[src/rtl/core/bc3_pkg.sv]
// Shared types, constants and arithmetic helpers for the BC3 block decoder.
// Used by every module under rtl/core except bc3_checker; depends on nothing else.
package bc3_pkg;

   // Dimension clamp, block geometry and field widths.
   localparam int MAX_IMAGE_SIZE = 16384;
   localparam int NUM_TEXELS     = 16;
   localparam int SEL_W          = $clog2(NUM_TEXELS);
   localparam int CFG_W          = 15;
   localparam int COORD_W        = 14;
   localparam int POS_W          = 16;

   // Register select codes, taken from paddr bit 2.
   localparam logic REG_WIDTH  = 1'b0;
   localparam logic REG_HEIGHT = 1'b1;

   // Fixed alpha levels of the six-level palette.
   localparam logic [7:0] ALPHA_ZERO = 8'h00;
   localparam logic [7:0] ALPHA_FULL = 8'hFF;

   // Reciprocal multipliers for division by 3, 5 and 7 over the numerator ranges used here.
   localparam logic [20:0] DIV3_MUL = 21'd1366;
   localparam logic [21:0] DIV5_MUL = 22'd3277;
   localparam logic [21:0] DIV7_MUL = 22'd2341;

   typedef struct packed {
      logic [7:0] red;
      logic [7:0] green;
      logic [7:0] blue;
   } rgb_type;

   typedef struct packed {
      rgb_type [3:0]   colour;
      logic [7:0][7:0] alpha;
   } palette_type;

   typedef struct packed {
      logic [7:0] red;
      logic [7:0] green;
      logic [7:0] blue;
      logic [7:0] alpha;
   } rgba_type;

   typedef struct packed {
      logic     keep;
      rgba_type texel;
   } lane_out_type;

   typedef struct packed {
      logic [COORD_W-1:0] x0;
      logic [COORD_W-1:0] y0;
   } blk_pos_type;

   typedef struct packed {
      logic [COORD_W-1:0] pixel_x;
      logic [COORD_W-1:0] pixel_y;
      rgba_type           texel;
      logic               last;
   } texel_out_type;

   // RGB565 to 8-bit channels by plain left shifts.
   function automatic rgb_type widen565(input logic [15:0] c);
      rgb_type v;
      v.red   = {c[15:11], 3'b000};
      v.green = {c[10:5], 2'b00};
      v.blue  = {c[4:0], 3'b000};
      return v;
   endfunction

   // Rounded (2p + q) / 3.
   function automatic logic [7:0] interp3(input logic [7:0] p, input logic [7:0] q);
      logic [9:0]  n;
      logic [20:0] prod;
      n    = {1'b0, p, 1'b0} + {2'b00, q} + 10'd1;
      prod = 21'(n) * DIV3_MUL;
      return prod[19:12];
   endfunction

   // Rounded weighted alpha in sevenths.
   function automatic logic [7:0] mix7(input logic [7:0] a0, input logic [7:0] a1,
                                       input logic [2:0] w0, input logic [2:0] w1);
      logic [10:0] n;
      logic [21:0] prod;
      n    = 11'(w0) * 11'(a0) + 11'(w1) * 11'(a1) + 11'd3;
      prod = 22'(n) * DIV7_MUL;
      return prod[21:14];
   endfunction

   // Rounded weighted alpha in fifths.
   function automatic logic [7:0] mix5(input logic [7:0] a0, input logic [7:0] a1,
                                       input logic [2:0] w0, input logic [2:0] w1);
      logic [10:0] n;
      logic [21:0] prod;
      n    = 11'(w0) * 11'(a0) + 11'(w1) * 11'(a1) + 11'd2;
      prod = 22'(n) * DIV5_MUL;
      return prod[21:14];
   endfunction

endpackage

[src/rtl/core/bc3_block_decoder.sv]
// BC3 block decoder top level: configuration registers, block position, palette stage,
// sixteen texel lanes and the merge stage. Depends on bc3_pkg and the bc3_* submodules.
// Path of a block: palette stage register, merge buffer, then the output register.
// Throughput: one texel per cycle while rsp_tready is high, set by the single output port;
// a block holds the merge stage until its in-range texels (16 if interior) have been sent.
// Reset (synchronous) empties the pipeline, sets width and height to 4 and the position to 0.
module bc3_block_decoder (
   input  logic         clock,
   input  logic         reset,
   // Request channel.
   input  logic         req_tvalid,
   output logic         req_tready,
   input  logic [127:0] req_tdata,   // [63:0] alpha_half, [127:64] colour_half
   // Result channel.
   output logic         rsp_tvalid,
   input  logic         rsp_tready,
   output logic [63:0]  rsp_tdata,   // [13:0] pixel_x, [27:14] pixel_y, [35:28] red,
                                     // [43:36] green, [51:44] blue, [59:52] alpha, [63:60] 0
   output logic         rsp_tlast,   // last
   // Configuration port.
   input  logic         csr_psel,
   input  logic         csr_penable,
   input  logic         csr_pwrite,
   input  logic [2:0]   csr_paddr,
   input  logic [31:0]  csr_pwdata,
   output logic [31:0]  csr_prdata,
   output logic         csr_pready
);
   import bc3_pkg::*;

   logic [CFG_W-1:0]            width_ff, width_in;
   logic [CFG_W-1:0]            height_ff, height_in;
   logic [COORD_W-1:0]          col_ff, col_in;
   logic [COORD_W-1:0]          row_ff, row_in;

   logic                        s2_valid_ff, s2_valid_in;
   palette_type                 s2_palette_ff, s2_palette_in;
   logic [31:0]                 s2_cidx_ff, s2_cidx_in;
   logic [47:0]                 s2_aidx_ff, s2_aidx_in;
   logic [POS_W-1:0]            s2_x0_ff, s2_x0_in;
   logic [POS_W-1:0]            s2_y0_ff, s2_y0_in;

   logic                        cfg_write;
   logic [CFG_W-1:0]            eff_w;
   logic [CFG_W-1:0]            eff_h;
   logic [CFG_W:0]              col_next;
   logic [COORD_W-1:0]          row_next;
   logic                        req_accept;
   logic                        merge_ready;
   palette_type                 palette;
   lane_out_type [NUM_TEXELS-1:0] lanes;
   blk_pos_type                 blk_pos;
   texel_out_type               out_data;

   // Configuration registers.
   assign csr_pready = 1'b1;
   assign cfg_write  = csr_psel && csr_penable && csr_pwrite && csr_pready;

   always_comb begin
      width_in  = width_ff;
      height_in = height_ff;
      if (cfg_write) begin
         case (csr_paddr[2])
            REG_WIDTH:  width_in  = csr_pwdata[CFG_W-1:0];
            REG_HEIGHT: height_in = csr_pwdata[CFG_W-1:0];
            default: ;
         endcase
      end
   end

   always_comb begin
      case (csr_paddr[2])
         REG_WIDTH:  csr_prdata = {{(32-CFG_W){1'b0}}, width_ff};
         REG_HEIGHT: csr_prdata = {{(32-CFG_W){1'b0}}, height_ff};
         default:    csr_prdata = '0;
      endcase
   end

   // Dimensions clamped to the largest supported image.
   assign eff_w = (int'(width_ff) > MAX_IMAGE_SIZE) ? CFG_W'(MAX_IMAGE_SIZE) : width_ff;
   assign eff_h = (int'(height_ff) > MAX_IMAGE_SIZE) ? CFG_W'(MAX_IMAGE_SIZE) : height_ff;

   // Request handshake; the palette stage frees up as the merge stage takes its block.
   assign req_tready = !s2_valid_ff || merge_ready;
   assign req_accept = req_tvalid && req_tready;

   // Raster walk over blocks; wraps to the next row and then to the next image.
   assign col_next = {1'b0, col_ff} + {{CFG_W{1'b0}}, 1'b1};
   assign row_next = row_ff + {{(COORD_W-1){1'b0}}, 1'b1};

   always_comb begin
      col_in = col_ff;
      row_in = row_ff;
      if (req_accept) begin
         if ({col_next, 2'b00} >= {3'b000, eff_w}) begin
            col_in = '0;
            row_in = ({row_next, 2'b00} >= {1'b0, eff_h}) ? '0 : row_next;
         end else begin
            col_in = col_next[COORD_W-1:0];
         end
      end
   end

   // Palette stage.
   bc3_palette u_palette (
      .alpha_half  (req_tdata[63:0]),
      .colour_half (req_tdata[127:64]),
      .palette     (palette)
   );

   always_comb begin
      s2_valid_in   = s2_valid_ff;
      s2_palette_in = s2_palette_ff;
      s2_cidx_in    = s2_cidx_ff;
      s2_aidx_in    = s2_aidx_ff;
      s2_x0_in      = s2_x0_ff;
      s2_y0_in      = s2_y0_ff;
      if (req_accept) begin
         s2_valid_in   = 1'b1;
         s2_palette_in = palette;
         s2_cidx_in    = req_tdata[127:96];
         s2_aidx_in    = req_tdata[63:16];
         s2_x0_in      = {col_ff, 2'b00};
         s2_y0_in      = {row_ff, 2'b00};
      end else if (merge_ready) begin
         s2_valid_in = 1'b0;
      end
   end

   always_ff @(posedge clock) begin
      if (reset) begin
         width_ff    <= CFG_W'(4);
         height_ff   <= CFG_W'(4);
         col_ff      <= '0;
         row_ff      <= '0;
         s2_valid_ff <= 1'b0;
      end else begin
         width_ff    <= width_in;
         height_ff   <= height_in;
         col_ff      <= col_in;
         row_ff      <= row_in;
         s2_valid_ff <= s2_valid_in;
      end
   end

   always_ff @(posedge clock) begin
      s2_palette_ff <= s2_palette_in;
      s2_cidx_ff    <= s2_cidx_in;
      s2_aidx_ff    <= s2_aidx_in;
      s2_x0_ff      <= s2_x0_in;
      s2_y0_ff      <= s2_y0_in;
   end

   // Sixteen texel lanes, one per texel of the block.
   for (genvar g = 0; g < NUM_TEXELS; g++) begin : g_lane
      bc3_lane u_lane (
         .palette      (s2_palette_ff),
         .colour_index (s2_cidx_ff[2*g +: 2]),
         .alpha_index  (s2_aidx_ff[3*g +: 3]),
         .x0           (s2_x0_ff),
         .y0           (s2_y0_ff),
         .lane_col     (2'(g % 4)),
         .lane_row     (2'(g / 4)),
         .width        (eff_w),
         .height       (eff_h),
         .result       (lanes[g])
      );
   end

   assign blk_pos.x0 = s2_x0_ff[COORD_W-1:0];
   assign blk_pos.y0 = s2_y0_ff[COORD_W-1:0];

   // Merge stage and output register.
   bc3_merge u_merge (
      .clock      (clock),
      .reset      (reset),
      .load_valid (s2_valid_ff),
      .load_ready (merge_ready),
      .lanes      (lanes),
      .blk_pos    (blk_pos),
      .out_valid  (rsp_tvalid),
      .out_ready  (rsp_tready),
      .out_data   (out_data)
   );

   assign rsp_tdata = {4'b0000, out_data.texel.alpha, out_data.texel.blue,
                       out_data.texel.green, out_data.texel.red,
                       out_data.pixel_y, out_data.pixel_x};
   assign rsp_tlast = out_data.last;

endmodule

[src/rtl/core/bc3_palette.sv]
// Builds the four-entry colour palette and eight-entry alpha palette of one block.
// Depends on bc3_pkg.
module bc3_palette (
   input  logic [63:0]          alpha_half,
   input  logic [63:0]          colour_half,
   output bc3_pkg::palette_type palette
);
   import bc3_pkg::*;

   rgb_type    c0;
   rgb_type    c1;
   logic [7:0] a0;
   logic [7:0] a1;

   assign c0 = widen565(colour_half[15:0]);
   assign c1 = widen565(colour_half[31:16]);
   assign a0 = alpha_half[7:0];
   assign a1 = alpha_half[15:8];

   // Colour endpoints plus the two thirds, always in four-colour mode.
   always_comb begin
      palette.colour[0]       = c0;
      palette.colour[1]       = c1;
      palette.colour[2].red   = interp3(c0.red, c1.red);
      palette.colour[2].green = interp3(c0.green, c1.green);
      palette.colour[2].blue  = interp3(c0.blue, c1.blue);
      palette.colour[3].red   = interp3(c1.red, c0.red);
      palette.colour[3].green = interp3(c1.green, c0.green);
      palette.colour[3].blue  = interp3(c1.blue, c0.blue);

      // Alpha: eight levels when alpha0 exceeds alpha1, else six levels plus 0 and 255.
      palette.alpha[0] = a0;
      palette.alpha[1] = a1;
      for (int k = 2; k < 8; k++) begin
         if (a0 > a1) begin
            palette.alpha[k] = mix7(a0, a1, 3'(8 - k), 3'(k - 1));
         end else if (k < 6) begin
            palette.alpha[k] = mix5(a0, a1, 3'(6 - k), 3'(k - 1));
         end else if (k == 6) begin
            palette.alpha[k] = ALPHA_ZERO;
         end else begin
            palette.alpha[k] = ALPHA_FULL;
         end
      end
   end

endmodule

[src/rtl/core/bc3_lane.sv]
// One texel lane: looks up colour and alpha and checks the texel against the image.
// Depends on bc3_pkg.
module bc3_lane (
   input  bc3_pkg::palette_type                palette,
   input  logic [1:0]                          colour_index,
   input  logic [2:0]                          alpha_index,
   input  logic [bc3_pkg::POS_W-1:0]           x0,
   input  logic [bc3_pkg::POS_W-1:0]           y0,
   input  logic [1:0]                          lane_col,
   input  logic [1:0]                          lane_row,
   input  logic [bc3_pkg::CFG_W-1:0]           width,
   input  logic [bc3_pkg::CFG_W-1:0]           height,
   output bc3_pkg::lane_out_type               result
);
   import bc3_pkg::*;

   logic [POS_W-1:0] px;
   logic [POS_W-1:0] py;

   // Image position of this texel.
   assign px = x0 + {{(POS_W-2){1'b0}}, lane_col};
   assign py = y0 + {{(POS_W-2){1'b0}}, lane_row};

   // Palette lookup and range check.
   always_comb begin
      result.keep        = (px < POS_W'(width)) && (py < POS_W'(height));
      result.texel.red   = palette.colour[colour_index].red;
      result.texel.green = palette.colour[colour_index].green;
      result.texel.blue  = palette.colour[colour_index].blue;
      result.texel.alpha = palette.alpha[alpha_index];
   end

endmodule

[src/rtl/core/bc3_merge.sv]
// Collects the sixteen lane results of a block and emits the kept texels in row order.
// Depends on bc3_pkg; holds the texel buffer and the output register.
module bc3_merge (
   input  logic                                          clock,
   input  logic                                          reset,
   input  logic                                          load_valid,
   output logic                                          load_ready,
   input  bc3_pkg::lane_out_type [bc3_pkg::NUM_TEXELS-1:0] lanes,
   input  bc3_pkg::blk_pos_type                          blk_pos,
   output logic                                          out_valid,
   input  logic                                          out_ready,
   output bc3_pkg::texel_out_type                        out_data
);
   import bc3_pkg::*;

   logic [NUM_TEXELS-1:0]             mask_ff, mask_in;
   rgba_type [NUM_TEXELS-1:0]         texel_ff, texel_in;
   blk_pos_type                       pos_ff, pos_in;
   logic                              out_valid_ff, out_valid_in;
   texel_out_type                     out_data_ff, out_data_in;

   logic [SEL_W-1:0]                  sel;
   logic [NUM_TEXELS-1:0]             rest;
   logic [NUM_TEXELS-1:0]             new_mask;
   logic                              out_free;
   logic                              emit;
   logic                              load;

   // First kept texel still waiting in the buffer.
   always_comb begin
      sel = '0;
      for (int i = NUM_TEXELS - 1; i >= 0; i--) begin
         if (mask_ff[i]) begin
            sel = SEL_W'(i);
         end
      end
   end

   always_comb begin
      for (int i = 0; i < NUM_TEXELS; i++) begin
         new_mask[i] = lanes[i].keep;
      end
   end

   // Emission and buffer handover; a new block loads as the old one sends its last texel.
   assign out_free   = !out_valid_ff || out_ready;
   assign emit       = (|mask_ff) && out_free;
   assign rest       = mask_ff & ~({{(NUM_TEXELS-1){1'b0}}, 1'b1} << sel);
   assign load_ready = (mask_ff == '0) || (emit && (rest == '0));
   assign load       = load_valid && load_ready;

   always_comb begin
      mask_in  = mask_ff;
      texel_in = texel_ff;
      pos_in   = pos_ff;
      if (load) begin
         mask_in = new_mask;
         pos_in  = blk_pos;
         for (int i = 0; i < NUM_TEXELS; i++) begin
            texel_in[i] = lanes[i].texel;
         end
      end else if (emit) begin
         mask_in = rest;
      end
   end

   // Output register.
   always_comb begin
      out_valid_in = out_valid_ff;
      out_data_in  = out_data_ff;
      if (emit) begin
         out_valid_in        = 1'b1;
         out_data_in.pixel_x = pos_ff.x0 + {{(COORD_W-2){1'b0}}, sel[1:0]};
         out_data_in.pixel_y = pos_ff.y0 + {{(COORD_W-2){1'b0}}, sel[3:2]};
         out_data_in.texel   = texel_ff[sel];
         out_data_in.last    = (rest == '0);
      end else if (out_ready) begin
         out_valid_in = 1'b0;
      end
   end

   always_ff @(posedge clock) begin
      if (reset) begin
         mask_ff      <= '0;
         out_valid_ff <= 1'b0;
      end else begin
         mask_ff      <= mask_in;
         out_valid_ff <= out_valid_in;
      end
   end

   always_ff @(posedge clock) begin
      texel_ff    <= texel_in;
      pos_ff      <= pos_in;
      out_data_ff <= out_data_in;
   end

   assign out_valid = out_valid_ff;
   assign out_data  = out_data_ff;

endmodule

[config.mk]
export PLATFORM = sky130hd
export DESIGN_NAME = bc3_block_decoder
export DESIGN_NICKNAME = d
export VERILOG_FILES = /design/src/rtl/core/bc3_pkg.sv /design/src/rtl/core/bc3_block_decoder.sv /design/src/rtl/core/bc3_palette.sv /design/src/rtl/core/bc3_lane.sv /design/src/rtl/core/bc3_merge.sv
export SDC_FILE = /design/constraint.sdc
export NUM_CORES = 2
export LEC_CHECK = 0
export BUFFER_PORTS_ARGS = -buffer_cell sky130_fd_sc_hd__buf_4
export CORE_MARGIN = 8
export CORE_UTILIZATION = 35
export CTS_BUF_LIST = sky130_fd_sc_hd__clkbuf_16
export DETAILED_ROUTE_END_ITERATION = 16
export HOLD_SLACK_MARGIN = 0.02
export PLACE_DENSITY_LB_ADDON = 0.08
export SYNTH_ARGS = -nofsm -noshare
export SYNTH_HDL_FRONTEND = slang
export SYNTH_HIERARCHICAL = 1
export SYNTH_SLANG_ARGS = --single-unit
[constraint.sdc]
create_clock -name clock -period 12.6 [get_ports clock]
set_input_delay 3.15 -clock clock [delete_from_list [all_inputs] [get_ports clock]]
set_output_delay 3.15 -clock clock [all_outputs]
set_load 0.01 [all_outputs]
Word level (Yosys, flattened, before mapping). Index checks and enable logic that the tools add are counted.

Flip-flop bits (word level): 925. Bits of input ports: 170. Output and inout port bits: 100. Word-level logic and storage cells: 351.

$add $sub $neg: 42. Multiply operators: 22. Magnitude comparators: 46. Shift operators: 1. Muxes and demuxes: 97. Bitwise logic cells: 3. Reduce and logical (&&, ||, !) cells: 36.

Operators by type and width (number): 24-bit binary-select mux with 2-bit select (16); 8-bit binary-select mux with 3-bit select (16); 24-bit two-way mux (16); 11-bit by 12-bit multiplier with 22-bit output, second input constant (10); 8-bit two-way mux (20); 32-bit binary-select mux with 4-bit select (1); 16-bit by 15-bit < comparator with 1-bit output (8); 10-bit by 10-bit multiplier with 19-bit output, second input constant (6); 11-bit by 2-bit adder with 11-bit output, second input constant (10); 16-bit by 2-bit adder with 16-bit output, second input constant (4); 3-bit by 4-bit < comparator with 1-bit output, second input constant (16); 4-bit two-way mux (16); 32-bit one-hot mux with 2 select lines (1); 10-bit by 1-bit adder with 10-bit output, second input constant (6); 9-bit by 8-bit adder with 10-bit output (6); 2-bit by 3-bit < comparator with 1-bit output, second input constant (16); 2-bit by 8-bit multiplier with 10-bit output, first input constant (4); 16-bit by 1-bit adder with 16-bit output, second input constant (2); 16-bit zero test (2); 16-bit two-way mux (2); 32-bit two-way mux (1); 15-bit > comparator, second input constant (2); 15-bit two-way mux (2); 14-bit by 2-bit adder with 14-bit output (2); 28 further kinds (62).

Depth between registers and ports, before layout.
Word-level depth: 25. Gate-level depth with buffers: 34. Gate-level depth less buffers: 34.

Cells and area by module. Netlist, hierarchy kept.

By module, submodules not included: bc3_palette (times used 1, cells an instance 3288, area each 30743.2 um^2, seq. area each 0.0 um^2); bc3_lane at g_lane[0].u_lane ... (times used 13, cells an instance 237, area each 2346.0 um^2, seq. area each 0.0 um^2); bc3_merge (times used 1, cells an instance 1492, area each 23787.8 um^2, seq. area each 18387.6 um^2); bc3_block_decoder (times used 1, cells an instance 797, area each 12029.0 um^2, seq. area each 9228.9 um^2); bc3_lane at g_lane[2].u_lane (times used 1, cells an instance 239, area each 2399.8 um^2, seq. area each 0.0 um^2); bc3_lane at g_lane[1].u_lane (times used 1, cells an instance 234, area each 2348.5 um^2, seq. area each 0.0 um^2); bc3_lane at g_lane[3].u_lane (times used 1, cells an instance 233, area each 2347.3 um^2, seq. area each 0.0 um^2).

Worst setup path before layout. Ideal clock, no wire load.

Path kind: input port to flip-flop. Start point: input port req_tdata[8]. End point: register s2_palette_ff[39] in the netlist's numbering (data pin). Setup time: 0.261 ns. Data arrival time: 9.792 ns. Data required time: 12.339 ns. Path slack: 2.547 ns. Stages: 29. Path buffers: 0. Cells stage by stage: ha_1 > inv_1 > fa_1 > nor2b_1 > o21ai_1 > a21boi_1 > a21oi_1 > ha_1 > ha_1 > and3_1 > a221o_1 > o41ai_4 > xnor2_1 > ha_1 > inv_1 > fa_1 > fa_1 > fa_1 > fa_1 > inv_1 > ha_1 > o21a_1 > o21ai_0 > o22ai_1 > a21oi_1 > a211oi_1 > a21oi_1 > xnor2_1 > mux2i_1.

RTL lines: start: declaration (line bc3_block_decoder.sv:13) `input logic [127:0] req_tdata,`; end signal: assignment (line bc3_block_decoder.sv:147) `s2_palette_ff <= s2_palette_in;`; end: declaration (line bc3_block_decoder.sv:37) `palette_type s2_palette_ff, s2_palette_in;`.

==> impl_metrics.ini <==
[logic_synthesis]
netlist_instances = 9364
synthArstFlopShare = 0
ys_types = 113
yosysSeqAreaShare = 0.2652
yosysTopAreaCellShare = 0.2505
synth_top_area_cell = edfxtp_1
synth_most_common_cell = ha_1
netlist_area_um2 = 104200
synth-main-ff-cell = edfxtp_1
synth_commonest_cells = ha_1, inv_1, edfxtp_1, mux4_2, nand2_1
yosysWarnings = 6
ys_ff_latch = 945
synth_edf_count = 869
synth_area_leaders = edfxtp_1, ha_1, mux4_2, fa_1, xnor2_1
avgSynthCellArea_um2 = 11.12

[worst_setup_path]
cp.required_ns = 13.09
cpPeakStageDelay_ns = 0.68
endpoint_kind = flop
rr_endpoint = s2_aidx_ff[34]
worst-path-buf-inv = 4
worstReg2RegStart = u_merge/mask_ff[15]
path_delay_family = adder cells
criticalPathCategory = in2reg
cp-start-kind = input port
worstPathMaxFanout = 11
reg2reg_depth = 14
arrival_ns = 11.38
critPathMostFrequentCell = ha_1
reg2reg_setup_slack_ns = 5.69
slowest_stage = o41ai_1

[finish]
layout-drive-gt1-share = 0.1505
design_area_um2 = 114600
syn_to_final_growth_pct = 10.05
utilization = 0.3865
nets = 11860

[clock_tree]
clk_latency_ns = 0.78
cts_buffers = 111
cts_tree = built
post_cts_buffers = 0
clock_sinks = 945
clock_path_buffers = 3
cts.hold.buffers_added = 0
path_clk_slew_ns = 0.06
post_cts_resized = 0
cts-root-buf = clkbuf_16
cts_max_level = 3

[sta]
hold_violations = 0
tns_ns = 0
period_share = 0.8642
finalSetupViolations = 0
fmax_mhz = 91.84
clock-skew-final_ns = 0.08141
worst_pin_slew_ns = 1.194
rsz0062_at_grt = no
report.final.slew_viol_count = 0
whs_ns = 0.4754
slew_headroom = 0.2041
post-route-min-period_ns = 10.89

[floorplanning]
die-area_um2 = 315300
die_height_um = 561.5
start_util = 0.3512
pin_count = 270
rows = 200
fp.dieW_um = 561.5
coreArea_um2 = 296500

[grt]
grt_use_met3 = 0.02124
met2_usage = 0.3784
grt_max_degree = 185
grt_pass1_wl_mm = 508.6
grt_pass1_vias = 80320
use_met1 = 0.2686
grt_use_total = 0.2102
busiest_layer = met2
grt_overflow = 0
antenna_found_initial = 22

[detailed_routing]
wl_per_cell_um = 24.69
ant_nets = 0
drc = 0
num_vias = 76380
routed_wl_mm = 338.8
first_pass_iters = 6
via_per_inst = 5.565
drtIter0Drc = 5105

[pwr]
leakage_uw = 0.04751
power.density_nw_per_um2 = 308.4
ir_worst_vdd_mv = 0.4605

[run_status]
status = completed

[placed_design]
placed_area_um2 = 110800
hpwl_mm = 230.8
gp_congestion = 0.8412
port_buffers = 228

[worst_hold_path]
hold-path-endpoint = width_ff[1]
min-delay-start = width_ff[1]
hold_path_class = reg2reg
min_path_cells = 2

[run]
max_cap_violations = 0
-- flip-flops by register name, indices dropped and copies added (netlist names) --
signal / count
s2_aidx_ff: 48
s2_cidx_ff: 32
s2_y0_ff: 14
s2_palette_ff: 160
s2_x0_ff: 14
u_merge/texel_ff: 512
s2_valid_ff: 1
col_ff: 14
u_merge/out_valid: 1
u_merge/pos_ff: 28
row_ff: 14
height_ff: 15
u_merge/out_data: 61
u_merge/mask_ff: 16
width_ff: 15
-- layout by cell type, fill, tap and decap left out, types with 71 or more instances in the layout --
cell type and n:
ha_1 1642, inv_1 1153, edfxtp_1 869, mux4_2 621
nand2_1 575, xnor2_1 514, a21oi_1 419, buf_4 367
fa_1 358, nor2_1 293, o21ai_0 270, nand3_1 248
conb_1 234, xor2_1 205, nand4_1 170, mux2_2 143
clkbuf_16 111, a21o_1 105, nor3_1 95, dfxtp_1 76
mux2i_1 71
-- how the worst max path moves through the flow --
stage / from / end / slack, ns / depth (start not counted)
6_report: req_tdata[1] / s2_palette_ff[31] / 1.71 / 30
3_5_place_dp: req_tdata[1] / s2_palette_ff[31] / 0.96 / 29
5_1_grt: req_tdata[9] / s2_palette_ff[39] / 1.32 / 30
3_3_place_gp: req_tdata[1] / s2_palette_ff[31] / 0.98 / 30
4_1_cts: req_tdata[1] / s2_palette_ff[31] / 1.74 / 30
2_1_floorplan: req_tdata[8] / s2_palette_ff[39] / 2.55 / 29
-- kinds of logic (layout without fill, tap and decap cells) --
family                     after synthesis  count (layout)  share of synthesized area
DFF                                    945             945                     0.2652
adders and majority gates             2000            2000                     0.2661
and+or+nand+nor                       1901            1901                    0.09597
AOI/OAI and AO/OA                     1395            1395                    0.08863
muxes                                  854             854                     0.1614
other                                    3             239                  0.0001081
buffers and inverters                 1546            1733                    0.06210
xor gates and xnor gates               720             720                    0.06062
-- per-layer routing --
| metal | part of all wire | vias up |
|---|---|---|
| met5 | 0.00014 | - |
| met3 | 0.044 | 492 |
| li1 | - | 35250 |
| met2 | 0.50 | 1919 |
| met1 | 0.43 | 38710 |
| met4 | 0.028 | 8 |
-- report_power, final --
part           leakage (uW)  switching, uW  total (uW)  internal (uW)
Combinational        0.0367          14200       25200          11000
Sequential          0.00893           1330        6820           5490
Clock               0.00189           1430        3350           1920
Total                0.0475          16900       35400          18400
-- worst min-delay path: cells and delay by family (launching register included) --
kind            cells  cell delay [ns]
flops               1             0.32
simple gates        1             0.06
compound gates      1             0.05
-- area by class of cell --
cell class	count	area, um2
sequential	945	27620
fill	28860	181900
clock buffer	111	2778
antenna	5	12.51
multi-input combinational	7104	71000
clock inverter	98	1006
inverter	1147	4327
timing repair buffer	377	2955
tap	3939	4928
-- through the flow --
stage / setup WS, ns / instances / total power (uW)
4_1_cts: 1.742 / 13720 / 35900
3_3_place_gp: 0.9805 / 13510 / 31940
5_1_grt: 1.322 / 13720 / 39310
2_1_floorplan: 2.547 / 9595 / 24880
6_report: 1.711 / 13730 / 35350
3_5_place_dp: 0.9594 / 13510 / 32170
Note: power is estimated with default switching activity, not from simulation.
